## config.mk

```make
export PLATFORM = sky130hd
export DESIGN_NAME = sll_ram
export DESIGN_NICKNAME = d
export VERILOG_FILES = /design/src/design/sll_ram.sv
export SDC_FILE = /design/constraint.sdc
export NUM_CORES = 2
export LEC_CHECK = 0
export BUFFER_PORTS_ARGS = -buffer_cell sky130_fd_sc_hd__buf_2
export CORE_MARGIN = 2
export CORE_UTILIZATION = 40
export CTS_CLUSTER_DIAMETER = 100
export DETAILED_ROUTE_END_ITERATION = 10
export PLACE_DENSITY_LB_ADDON = 0.15
export SLEW_MARGIN = 15
export SYNTH_ARGS = -nofsm -noshare
export SYNTH_HDL_FRONTEND = slang
export SYNTH_SLANG_ARGS = --single-unit
```

## constraint.sdc

```tcl
create_clock -name clk -period 3.4 [get_ports clk]
set_input_delay 0 -clock clk [delete_from_list [all_inputs] [get_ports clk]]
set_output_delay 0 -clock clk [all_outputs]
set_load 0.01 [all_outputs]
```

## src/design/sll_ram.sv

```systemverilog
// Generic single-write, single-read RAM with registered read data.
module sll_ram #(
    parameter int WIDTH = 8,
    parameter int DEPTH = 256
) (
    input  logic                     clk,
    input  logic                     we,
    input  logic [$clog2(DEPTH)-1:0] waddr,
    input  logic [WIDTH-1:0]         wdata,
    input  logic [$clog2(DEPTH)-1:0] raddr,
    output logic [WIDTH-1:0]         rdata
);

    logic [WIDTH-1:0] mem [DEPTH];
    logic [WIDTH-1:0] rdata_reg;

    always_ff @(posedge clk)
    begin
        if (we)
        begin
            mem[waddr] <= wdata;
        end
        rdata_reg <= mem[raddr];
    end

    assign rdata = rdata_reg;

endmodule

```

==> metrics.yaml <==
start_util_pct: 40.3
synth_edf_count: 2048
syn-num-nets: 3759
tightestPinTransition_ps: 1090
fmax_mhz: 337
die_h_um: 450
ir_drop_v: 0.000445
min_path_cells: 5
areaGrowthSynthToFinish_pct: 15.2
die_x_um: 450
powerDensity_nw_per_um2: 581
grt_pass1_vias: 39900
critPathMaxFanout: 1
fin_setup_tns_ps: 0
min_path_type: "primary input to register"
setup_violations: 0
grt_max_degree: 137
dp_hpwl_mm: 137
clk_pin_slew_ps: 60
cts_buffer_depth: 3
cts.repair.resized: 0
timing.final.crit_share_pct: 87.3
io_pins: 34
synth-main-ff-cell: "edfxtp_1"
finClkSkew_ps: 32.3
drive_gt1_share_pct: 26.8
synth-seq-cells: 2056
cp_num_buf_inv: 2
drv_slew: 0
path_cells: "mux4_2 -> mux4_2 -> nor2_1 -> a2111oi_0 -> buf_4 -> nor3_1 -> buf_4 -> nor4_2"
maxSlewHeadroom_pct: 27.6
crit_required_ps: 4100
firstDrtPassIters: 6
syn-cell-area_um2: 79600
synth_area_leaders: "edfxtp_1, mux4_2, mux2i_1, nor2_1, a22oi_1"
path_class: "register to register"
fillCellCount: 16700
htree_num_levels: 4
fin_nets: 4134
vias: 39100
fin_crit_ps: 2970
root_buffer: "clkbuf_16"
end_kind: "register"
die_area_um2: 202000
rsz0062_at_grt: "no"
gp_congestion: 0.815
globalRouteTotalUtil_pct: 21.1
maxCapViolCount: 0
vias_per_cell: 5.64
row_count: 163
fin_util_pct: 46.4
cp.arrival_ps: 3670
yosysWarnings: 0
insertion_delay_ps: 860
grt_antenna_before_repair: 14
drc: 0
critPathSlowestCell: "nor3_1"
post_synth_num_cell_types: 55
synth_cells: 3733
wl_per_cell_um: 31.0
cp.depth: 8
coreArea_um2: 197000
async_flop_share_pct: 0
critical_path.top_delay_family: "multiplexers"
hold_violations: 0
leakagePower_nw: 28.7
drtIter0Drc: 3851
drt_wl_total_mm: 215
r2r_cells: 8
avgSynthCellArea_um2: 21.3
cts_setup_buffers: 0
synth_top_area_cell: "edfxtp_1"
start_kind: "register"
cts_sinks: 2056
cts_made_buffers: 209
cts_tree: "done"
critPathMaxStageDelay_ps: 570
yosysMostFrequentCell: "edfxtp_1"
status: "complete, no violations"
ant_nets: 0
largest_reg_flops: 2048
port_buffers: 33
grt_pass1_wl_mm: 306
yosysTopAreaCellShare_pct: 77.3
synthTopCellsByCount: "edfxtp_1, mux4_2, nor2_1"
yosysSeqAreaShare_pct: 77.5
grt_overflow_total: 0
worst paths after layout:
check	to	from	slack, ps
setup / recovery	rdata[2]	mem[138][2]	430
hold / removal	mem[252][6]	waddr[4]	70
setup reg to reg	rdata[2]	mem[138][2]	430
hold reg to reg	rdata[3]	mem[40][3]	930
worst reg2reg max path, stage by stage (launching register included):
cell and delay, ps:
edfxtp_1 390, mux4_2 500, mux4_2 510, nor2_1 240, a2111oi_0 140, buf_4 180, nor3_1 570, buf_4 250
nor4_2 50
layout make-up:
cell class / count / area, um2 / share of cell area (%)
inverters: 2 / 7.51 / 0.00819
flip-flops and latches: 2056 / 61700 / 67.3
repair buffers: 397 / 3510 / 3.82
clock inverters: 123 / 1180 / 1.29
well taps: 2640 / 3300 / 3.60
clock buffers: 267 / 5490 / 5.99
diodes: 3 / 7.51 / 0.00819
multi-input cells: 1442 / 16500 / 18.0
placed cells by master, fill, tap and decap left out, drive strengths merged, types with 22 or more instances in the layout:
cell type	n
edfxtp	2048
mux4	456
buf	381
nor2	282
clkbuf	267
mux2i	134
a22oi	133
a21oi	96
clkinv	95
o221ai	47
nand3	34
nand2	33
nor2b	31
o22ai	28
nor4	27
nor3	22
stage by stage:
step	setup WS, ps	hold WS, ps	cell area [um2]	std cells	total power [mW]
after floorplan	1460	98.9	79600	3733	29.9
after global placement	-182	465	84800	6520	31.3
after detailed placement	-57.4	481	84800	6521	31.3
after CTS	346	12.1	91700	6927	53.7
after global routing	323	62.8	91700	6927	54.8
final	433	68.2	91700	6930	53.3
power by group:
part	switching (mW)	internal, mW	total (mW)	leakage (nW)
registers	0.0498	27.9	28.0	18.5
clock network	9.78	12.7	22.5	3.26
logic	1.77	0.987	2.76	6.94
total	11.6	41.7	53.3	28.7
timing repair:
action / in CTS / in global routing
hold buffers: 16 / 0
endpoints found under the hold margin: 1562 / 0
endpoints found under the setup margin: 0 / 0
cell families after synthesis:
| logic type | count (synthesis) | synth area share (%) |
|---|---|---|
| buffers and inverters | 235 | 1.83 |
| flip-flops | 2056 | 77.5 |
| AO/OA/AOI/OAI | 385 | 3.42 |
| AND/OR/NAND/NOR | 466 | 2.63 |
| multiplexers | 591 | 14.6 |
layer usage:
metal	vias to the layer above	global-route usage (%)	part of all wire (%)
met1	21200	30.4	44
met4	0	4.75	2.1
met3	268	3.12	5.2
met2	1184	34.3	49
met5	-	0	0
li1	16500	-	-
(Power assumes the default switching activity.)
